File: config.mk
export PLATFORM = sky130hd
export DESIGN_NAME = bmp24_to_rgb565_stream
export DESIGN_NICKNAME = d
export VERILOG_FILES = /design/src/rtl/bmp565_pkg.sv /design/src/rtl/bmp24_to_rgb565_stream.sv
export SDC_FILE = /design/constraint.sdc
export NUM_CORES = 1
export LEC_CHECK = 0
export BUFFER_PORTS_ARGS = -buffer_cell sky130_fd_sc_hd__buf_4
export CORE_ASPECT_RATIO = 1.25
export CORE_MARGIN = 1
export CORE_UTILIZATION = 56
export DETAILED_ROUTE_END_ITERATION = 7
export PLACE_DENSITY_LB_ADDON = 0.3
export SLEW_MARGIN = 20
export SYNTH_ARGS = -nofsm -noshare
export SYNTH_HDL_FRONTEND = slang
export SYNTH_SLANG_ARGS = --single-unit
File: constraint.sdc
create_clock -name aclk -period 9.1 [get_ports aclk]
set_input_delay 1.82 -clock aclk [delete_from_list [all_inputs] [get_ports aclk]]
set_output_delay 1.82 -clock aclk [all_outputs]
set_load 0.02 [all_outputs]
File: src/rtl/bmp565_pkg.sv
// ----------------------------------------------------------------------------
// bmp565_pkg
// Shared constants for the 24-bit BMP to RGB565 stream converter: display
// and image limits, parser phase codes, header offsets, result kinds and
// configuration register indexes.
// ----------------------------------------------------------------------------
package bmp565_pkg;

    // Display and image limits
    localparam int DISPLAY_COLUMNS = 320;
    localparam int DISPLAY_ROWS    = 240;
    localparam int MAX_IMAGE_SIDE  = 4096;

    // Width of an image side, column or row counter
    localparam int SIDE_W = $clog2(MAX_IMAGE_SIDE + 1);

    // Field widths
    localparam int BYTE_W   = 8;
    localparam int COORD_W  = 17;
    localparam int ORIGIN_W = 16;
    localparam int COLOR_W  = 16;
    localparam int KIND_W   = 2;
    localparam int WORD_W   = 32;

    // Output beat packing: screen_x, screen_y, color, padded to bytes
    localparam int M_FIELDS_W = 2 * COORD_W + COLOR_W;
    localparam int M_TDATA_W  = ((M_FIELDS_W + 7) / 8) * 8;

    // Configuration port
    localparam int CFG_INDEX_W = 2;
    localparam logic [CFG_INDEX_W-1:0] CFG_ORIGIN_X = 2'd0;
    localparam logic [CFG_INDEX_W-1:0] CFG_ORIGIN_Y = 2'd1;

    // Parser phases
    localparam logic [1:0] PH_HEADER = 2'd0;
    localparam logic [1:0] PH_SKIP   = 2'd1;
    localparam logic [1:0] PH_PIXELS = 2'd2;
    localparam logic [1:0] PH_DONE   = 2'd3;

    // Result kinds
    localparam logic [KIND_W-1:0] KIND_DRAWN    = 2'd0;
    localparam logic [KIND_W-1:0] KIND_CLIPPED  = 2'd1;
    localparam logic [KIND_W-1:0] KIND_REJECTED = 2'd2;

    // Header byte offsets at which a field is complete
    localparam logic [WORD_W-1:0] HDR_SIGNATURE   = 32'd1;
    localparam logic [WORD_W-1:0] HDR_DATA_OFFSET = 32'd13;
    localparam logic [WORD_W-1:0] HDR_WIDTH       = 32'd21;
    localparam logic [WORD_W-1:0] HDR_HEIGHT      = 32'd25;
    localparam logic [WORD_W-1:0] HDR_PLANES      = 32'd27;
    localparam logic [WORD_W-1:0] HDR_BPP         = 32'd29;
    localparam logic [WORD_W-1:0] HDR_COMPRESSION = 32'd33;
    localparam logic [WORD_W-1:0] HDR_END         = 32'd53;

    // Header field values
    localparam logic [15:0]       BMP_SIGNATURE = 16'h4D42;
    localparam logic [15:0]       BMP_PLANES    = 16'd1;
    localparam logic [15:0]       BMP_BPP       = 16'd24;
    localparam logic [WORD_W-1:0] MIN_DATA_OFFSET = 32'd54;

endpackage

File: src/rtl/bmp24_to_rgb565_stream.sv
// ----------------------------------------------------------------------------
// bmp24_to_rgb565_stream
// Parses a 24-bit BMP file arriving one byte per beat and emits one RGB565
// pixel beat per blue-green-red triple, placed at origin plus column and row.
// ----------------------------------------------------------------------------
// Usage:
//   s_ channel: one file byte per beat; s_tuser marks the first byte of a
//   file and restarts the parser on that byte.
//   m_ channel: one beat per decoded pixel, or a single rejection beat
//   (kind rejected, tlast high) at header byte 33 when the header is not a
//   plain uncompressed 24-bit image within the size limit.
//   cfg_ channel: writes origin_x (index 0) and origin_y (index 1); always ready;
//   write only while the stream is idle, which the block itself does not enforce.
// Output: a pixel beat is registered and appears on m_ in the cycle after its red byte is taken.
// Throughput: one byte per cycle while no output beat is stalled; each byte
//   only updates counters and the header shift register, and the pixel
//   repack is fixed wiring, so the single parser state update sets the rate.
// Reset: synchronous, active low; the parser returns to the header phase at
//   byte 0, so the first byte after reset starts a file even without a mark.
// Stall: s_tready falls only while an output beat is held and m_tready is
//   low; the output register then holds its beat unchanged.
// ----------------------------------------------------------------------------
module bmp24_to_rgb565_stream (
    input  logic                                   aclk,
    input  logic                                   aresetn,
    // Input bytes
    input  logic                                   s_tvalid,
    output logic                                   s_tready,
    input  logic [bmp565_pkg::BYTE_W-1:0]          s_tdata,   // [7:0] file_byte
    input  logic [0:0]                             s_tuser,   // [0] start_of_file
    // Output pixels
    output logic                                   m_tvalid,
    input  logic                                   m_tready,
    output logic [bmp565_pkg::M_TDATA_W-1:0]       m_tdata,   // [16:0] screen_x,
                                                              // [33:17] screen_y,
                                                              // [49:34] color,
                                                              // [55:50] zero
    output logic [bmp565_pkg::KIND_W-1:0]          m_tuser,   // [1:0] kind
    output logic                                   m_tlast,   // last
    // Configuration writes
    input  logic                                   cfg_valid,
    output logic                                   cfg_ready,
    input  logic [bmp565_pkg::CFG_INDEX_W-1:0]     cfg_index,
    input  logic [bmp565_pkg::ORIGIN_W-1:0]        cfg_data
);
    import bmp565_pkg::*;

    // Configuration registers
    logic [ORIGIN_W-1:0] origin_x_reg;
    logic [ORIGIN_W-1:0] origin_y_reg;

    // Parser state
    logic [WORD_W-1:0]   byte_count_reg,   byte_count_next;
    logic [WORD_W-1:0]   header_shift_reg, header_shift_next;
    logic [WORD_W-1:0]   data_start_reg,   data_start_next;
    logic [SIDE_W-1:0]   image_width_reg,  image_width_next;
    logic [SIDE_W-1:0]   image_height_reg, image_height_next;
    logic                header_ok_reg,    header_ok_next;
    logic [1:0]          phase_reg,        phase_next;
    logic [SIDE_W-1:0]   column_reg,       column_next;
    logic [SIDE_W-1:0]   row_reg,          row_next;
    logic [1:0]          byte_in_pixel_reg, byte_in_pixel_next;
    logic [1:0]          padding_left_reg, padding_left_next;
    logic [15:0]         bg_held_reg,      bg_held_next;

    // Output register
    logic                m_valid_reg;
    logic [KIND_W-1:0]   m_kind_reg,  m_kind_next;
    logic [COORD_W-1:0]  m_x_reg,     m_x_next;
    logic [COORD_W-1:0]  m_y_reg,     m_y_next;
    logic [COLOR_W-1:0]  m_color_reg, m_color_next;
    logic                m_last_reg,  m_last_next;
    logic                produce;

    // Working values for one byte
    logic [BYTE_W-1:0]   in_byte;
    logic [WORD_W-1:0]   idx;
    logic [WORD_W:0]     idx_plus;
    logic [WORD_W-1:0]   height_mag;
    logic [SIDE_W:0]     column_plus;
    logic [SIDE_W:0]     row_plus;
    logic [COORD_W-1:0]  sx;
    logic [COORD_W-1:0]  sy;
    logic                s_accept;

    assign in_byte  = s_tdata;
    assign s_tready = !m_valid_reg || m_tready;
    assign s_accept = s_tvalid && s_tready;
    assign cfg_ready = 1'b1;

    assign m_tvalid = m_valid_reg;
    assign m_tdata  = {{(M_TDATA_W - M_FIELDS_W){1'b0}}, m_color_reg, m_y_reg, m_x_reg};
    assign m_tuser  = m_kind_reg;
    assign m_tlast  = m_last_reg;

    // Byte parser: start mark replaces the current state with reset values
    always_comb begin
        byte_count_next    = s_tuser[0] ? '0 : byte_count_reg;
        header_shift_next  = s_tuser[0] ? '0 : header_shift_reg;
        data_start_next    = s_tuser[0] ? '0 : data_start_reg;
        image_width_next   = s_tuser[0] ? '0 : image_width_reg;
        image_height_next  = s_tuser[0] ? '0 : image_height_reg;
        header_ok_next     = s_tuser[0] ? 1'b1 : header_ok_reg;
        phase_next         = s_tuser[0] ? PH_HEADER : phase_reg;
        column_next        = s_tuser[0] ? '0 : column_reg;
        row_next           = s_tuser[0] ? '0 : row_reg;
        byte_in_pixel_next = s_tuser[0] ? '0 : byte_in_pixel_reg;
        padding_left_next  = s_tuser[0] ? '0 : padding_left_reg;
        bg_held_next       = s_tuser[0] ? '0 : bg_held_reg;

        idx        = byte_count_next;
        idx_plus   = {1'b0, idx} + {{WORD_W{1'b0}}, 1'b1};
        height_mag = '0;

        sx          = {1'b0, origin_x_reg} + {{(COORD_W - SIDE_W){1'b0}}, column_next};
        sy          = {1'b0, origin_y_reg} + {{(COORD_W - SIDE_W){1'b0}}, row_next};
        column_plus = {1'b0, column_next} + {{SIDE_W{1'b0}}, 1'b1};
        row_plus    = {1'b0, row_next} + {{SIDE_W{1'b0}}, 1'b1};

        produce      = 1'b0;
        m_kind_next  = KIND_DRAWN;
        m_x_next     = '0;
        m_y_next     = '0;
        m_color_next = '0;
        m_last_next  = 1'b0;

        unique case (phase_next)
            PH_HEADER: begin
                header_shift_next = {in_byte, header_shift_next[WORD_W-1:BYTE_W]};
                case (idx)
                    HDR_SIGNATURE: begin
                        if (header_shift_next[31:16] != BMP_SIGNATURE) header_ok_next = 1'b0;
                    end
                    HDR_DATA_OFFSET: begin
                        data_start_next = header_shift_next;
                        if (header_shift_next < MIN_DATA_OFFSET) header_ok_next = 1'b0;
                    end
                    HDR_WIDTH: begin
                        if (header_shift_next[WORD_W-1]) begin
                            image_width_next = '0;
                        end else if (header_shift_next > WORD_W'(MAX_IMAGE_SIDE)) begin
                            header_ok_next = 1'b0;
                        end else begin
                            image_width_next = header_shift_next[SIDE_W-1:0];
                        end
                    end
                    HDR_HEIGHT: begin
                        height_mag = header_shift_next[WORD_W-1] ? (~header_shift_next + 1'b1)
                                                                 : header_shift_next;
                        if (height_mag > WORD_W'(MAX_IMAGE_SIDE)) header_ok_next = 1'b0;
                        else image_height_next = height_mag[SIDE_W-1:0];
                    end
                    HDR_PLANES: begin
                        if (header_shift_next[31:16] != BMP_PLANES) header_ok_next = 1'b0;
                    end
                    HDR_BPP: begin
                        if (header_shift_next[31:16] != BMP_BPP) header_ok_next = 1'b0;
                    end
                    HDR_COMPRESSION: begin
                        if (header_shift_next != '0) header_ok_next = 1'b0;
                        if (!header_ok_next) begin
                            phase_next  = PH_DONE;
                            produce     = 1'b1;
                            m_kind_next = KIND_REJECTED;
                            m_last_next = 1'b1;
                        end else if (image_width_next == '0 || image_height_next == '0) begin
                            phase_next = PH_DONE;
                        end
                    end
                    HDR_END: begin
                        phase_next = (data_start_next <= MIN_DATA_OFFSET) ? PH_PIXELS : PH_SKIP;
                    end
                    default: begin
                    end
                endcase
            end
            PH_SKIP: begin
                if (idx_plus >= {1'b0, data_start_next}) phase_next = PH_PIXELS;
            end
            PH_PIXELS: begin
                if (padding_left_next != 2'd0) begin
                    padding_left_next = padding_left_next - 2'd1;
                end else if (byte_in_pixel_next == 2'd0) begin
                    bg_held_next[7:0]  = in_byte;
                    byte_in_pixel_next = 2'd1;
                end else if (byte_in_pixel_next == 2'd1) begin
                    bg_held_next[15:8] = in_byte;
                    byte_in_pixel_next = 2'd2;
                end else begin
                    // Red byte completes the pixel
                    byte_in_pixel_next = 2'd0;
                    produce      = 1'b1;
                    m_color_next = {in_byte[7:3], bg_held_next[15:10], bg_held_next[7:3]};
                    m_x_next     = sx;
                    m_y_next     = sy;
                    m_kind_next  = (sx < COORD_W'(DISPLAY_COLUMNS) && sy < COORD_W'(DISPLAY_ROWS))
                                   ? KIND_DRAWN : KIND_CLIPPED;
                    if (column_plus >= {1'b0, image_width_next}) begin
                        column_next = '0;
                        if (row_plus >= {1'b0, image_height_next}) begin
                            m_last_next = 1'b1;
                            phase_next  = PH_DONE;
                        end else begin
                            row_next          = row_plus[SIDE_W-1:0];
                            padding_left_next = image_width_next[1:0];
                        end
                    end else begin
                        column_next = column_plus[SIDE_W-1:0];
                    end
                end
            end
            PH_DONE: begin
            end
            default: begin
            end
        endcase

        // Saturating byte counter
        if (idx != '1) byte_count_next = idx_plus[WORD_W-1:0];
    end

    // Configuration registers
    always_ff @(posedge aclk) begin
        if (!aresetn) begin
            origin_x_reg <= '0;
            origin_y_reg <= '0;
        end else if (cfg_valid && cfg_ready) begin
            if (cfg_index == CFG_ORIGIN_X) origin_x_reg <= cfg_data;
            if (cfg_index == CFG_ORIGIN_Y) origin_y_reg <= cfg_data;
        end
    end

    // Parser state update on each accepted beat
    always_ff @(posedge aclk) begin
        if (!aresetn) begin
            byte_count_reg    <= '0;
            header_shift_reg  <= '0;
            data_start_reg    <= '0;
            image_width_reg   <= '0;
            image_height_reg  <= '0;
            header_ok_reg     <= 1'b1;
            phase_reg         <= PH_HEADER;
            column_reg        <= '0;
            row_reg           <= '0;
            byte_in_pixel_reg <= '0;
            padding_left_reg  <= '0;
            bg_held_reg       <= '0;
        end else if (s_accept) begin
            byte_count_reg    <= byte_count_next;
            header_shift_reg  <= header_shift_next;
            data_start_reg    <= data_start_next;
            image_width_reg   <= image_width_next;
            image_height_reg  <= image_height_next;
            header_ok_reg     <= header_ok_next;
            phase_reg         <= phase_next;
            column_reg        <= column_next;
            row_reg           <= row_next;
            byte_in_pixel_reg <= byte_in_pixel_next;
            padding_left_reg  <= padding_left_next;
            bg_held_reg       <= bg_held_next;
        end
    end

    // Output valid flag
    always_ff @(posedge aclk) begin
        if (!aresetn) begin
            m_valid_reg <= 1'b0;
        end else if (s_accept) begin
            m_valid_reg <= produce;
        end else if (m_tready) begin
            m_valid_reg <= 1'b0;
        end
    end

    // Output payload, loaded only with a new beat
    always_ff @(posedge aclk) begin
        if (s_accept && produce) begin
            m_kind_reg  <= m_kind_next;
            m_x_reg     <= m_x_next;
            m_y_reg     <= m_y_next;
            m_color_reg <= m_color_next;
            m_last_reg  <= m_last_next;
        end
    end

endmodule
==> out/metrics.cfg <==
[clock_network]
cts_num_sinks = 244
postCtsHoldBufs = 0
clockBufferDepth = 3
clock-root-buffer = clkbuf_16
cts_max_level = 1
cts_tree = built
post-cts-setup-buffers = 0
postCtsResizedCells = 0
path_clk_slew_ns = 0.06
cts_made_buffers = 26
clk_latency_ns = 0.54

[route]
drtIter0Drc = 1192
viasPerCell = 6.43
drt-wirelength-per-cell_um = 19.3
vias = 14600
drtPass1Iterations = 6
wl_um = 43800
ant_nets = 0
drc = 0

[status]
outcome = finished clean

[logic_synthesis]
synth-seq-cells = 244
synth_top_flop_cell = dfxtp_1
yosys.area_share.xor_xnor = 0.0413
synthCells = 1903
yosysWarnings = 0
synthAdderAreaFrac = 0.0756
synth_mux_area_frac = 0.00492
netlist_area_mm2 = 0.0153
yosysTopAreaCell = dfxtp_1
yosys.area_share.simple = 0.271
avgSynthCellArea_um2 = 8.02
ys_async_sr_fraction = 0
ys_seq_area_frac = 0.355
synth_top_family_by_area = simple AND/OR/NAND/NOR gates
yosysUniqueCellTypes = 90
ys_top_cells_by_area = dfxtp_1 25%, edfxtp_1 10%, ha_1 7.3%
synth_compound_area_frac = 0.206
synth_top_area_frac = 0.250
synth_edf_count = 53

[sta]
relSlewSlack = 0.308
period_needed_ns = 5.99
setup_viol = 0
hold_violations = 0
fmax_mhz = 167
finClkSkew_ns = 0.0242
min_period_over_period = 0.658
tightest_slew_ns = 1.04
setup-tns-final_ns = 0
drv_slew = 0
rsz0062_at_grt = no
holdWs_ns = 0.462

[placement]
place_hpwl_um = 31000
placed_area_mm2 = 0.0159
gp_congestion = 0.981
port_buffers = 86
dp.cells = 2219

[grt]
gr-total-overflow = 0
grt_first_pass_wirelength_um = 70400
grt_max_degree = 73
grt.total_usage = 0.310
antenna_found_initial = 0
grt_pass1_vias = 14000

[setup_path]
crit_slowest_cell = a211oi_1
criticalPathCategory = primary input to register
critPathMostFrequentCell = nor2_1
cp_max_fo = 65
slowest_delay_ns = 0.53
critPathLaunchType = primary input
critical-path-top-delay-family = simple AND/OR/NAND/NOR gates
end_kind = register
critPathBufInv = 2
critPathRequiredTime_ns = 9.50
worstPathArrival_ns = 6.38
path_cells = buf_4 -> nor2b_1 -> ha_1 -> nand3_1 -> nor2_1 -> and3_1 -> nand3_1 -> nor2_1 -> xor2_1 -> ha_1 -> nand4_1 -> nor2_1 -> and3_1 -> a211oi_1 -> o21ai_1 -> buf_4 -> nand4_1 -> or3_1 -> o21ai_0

[layout]
diodes = 0
final_common_cell = nand2_1
final_cell_mix = 259 x nand2_1, 215 x nor2_1, 191 x dfxtp_1
drive_above_1_share = 0.0958
instances_no_fill = 2266
finalInstanceArea_mm2 = 0.0167
area_growth_pct = 9.70
post-route-util = 0.624
nets = 2025

[job]
cap_viol_max_count = 0

[floorplan]
dieArea_mm2 = 0.0279
row_count = 67
chipHeight_um = 187
core_mm2 = 0.0268
start_util = 0.569
ios = 94
die_x_um = 150

[pwr]
ir_drop_mv = 0.156
power.leakage_nw = 6.14
power_density_mw_per_mm2 = 144

[min_path]
hold_path.class = register to register

## layer usage
metal  up-vias  global-route usage  share of wire
li1       6877                   -              -
met1      6790               0.346           0.37
met2       695               0.539           0.49
met3       210              0.0438          0.067
met4         0               0.211          0.070
met5         -                   0              0
## layout make-up
cell class,instances,area (um^2)
Clock buffer,46,791
Clock inverter,1,30.0
Fill cell,2322,10100
Inverter,32,123
Multi-Input combinational cell,1497,9200
Sequential cell,244,5420
Tap cell,345,432
Timing Repair Buffer,101,758
## worst paths after layout
kind,startpoint,end,slack [ns],cells after the start
min,origin_x_reg[4],origin_x_reg[4],0.46,2
max,s_tuser,row_reg[12],3.11,19
min reg2reg,origin_x_reg[4],origin_x_reg[4],0.46,2
max reg2reg,column_reg[1],row_reg[12],4.45,18
## per-stage QoR
stage	total power, mW	worst slack, ns
finish	2.41	3.11
detailed placement	1.39	2.65
floorplan	1.32	1.54
global placement	1.39	2.81
CTS	2.42	3.18
global route	2.49	2.59
## power breakdown
part	internal [mW]	switching, mW
registers	1.12	0.0264
clock network	0.610	0.428
logic	0.0775	0.153
## synthesized netlist by cell type (5+ instances only)
cell type,n
nand3_1,60
a21o_1,22
nand2b_1,16
a22oi_1,47
nand3b_1,7
o21a_1,9
buf_1,12
nor2_1,216
nand4b_1,5
buf_2,13
nand2_1,259
a41oi_1,11
a31oi_1,15
dfxtp_1,191
and2_1,29
o2bb2ai_1,12
or2_2,6
o21ai_1,5
o22ai_1,17
edfxtp_1,53
nand4_1,32
clkbuf_1,97
nor4_1,30
a211oi_1,11
o211ai_1,22
xor2_1,40
buf_4,8
o31ai_1,15
a21oi_1,144
a211o_1,7
o41ai_1,5
xnor2_1,32
or3_1,13
o2111ai_1,6
and3_1,27
nor3_1,49
or4_1,8
o221a_2,16
nor2b_1,60
o21ai_0,71
inv_1,31
ha_1,89
nor3b_1,11
## worst register-to-register path, cell delays in order, from the launching register on
cell and delay, ns:
dfxtp_1 0.34, nor2b_1 0.28, ha_1 0.30, nand3_1 0.11, nor2_1 0.24, and3_1 0.24
nand3_1 0.16, nor2_1 0.17, xor2_1 0.23, ha_1 0.28, nand4_1 0.10, nor2_1 0.08
and3_1 0.18, a211oi_1 0.53, o21ai_1 0.38, buf_4 0.28, nand4_1 0.37, or3_1 0.17
o21ai_0 0.06
## logic make-up (layout without fill, tap and decap cells)
family | Yosys count | after routing
flops | 244 | 244
compound gates | 471 | 471
buf+inv | 167 | 180
xor+xnor | 72 | 72
simple gates | 849 | 849
other cells | 2 | 7
fa+ha+maj | 91 | 91
mux | 7 | 7
Power figures use the tool's default switching activity.
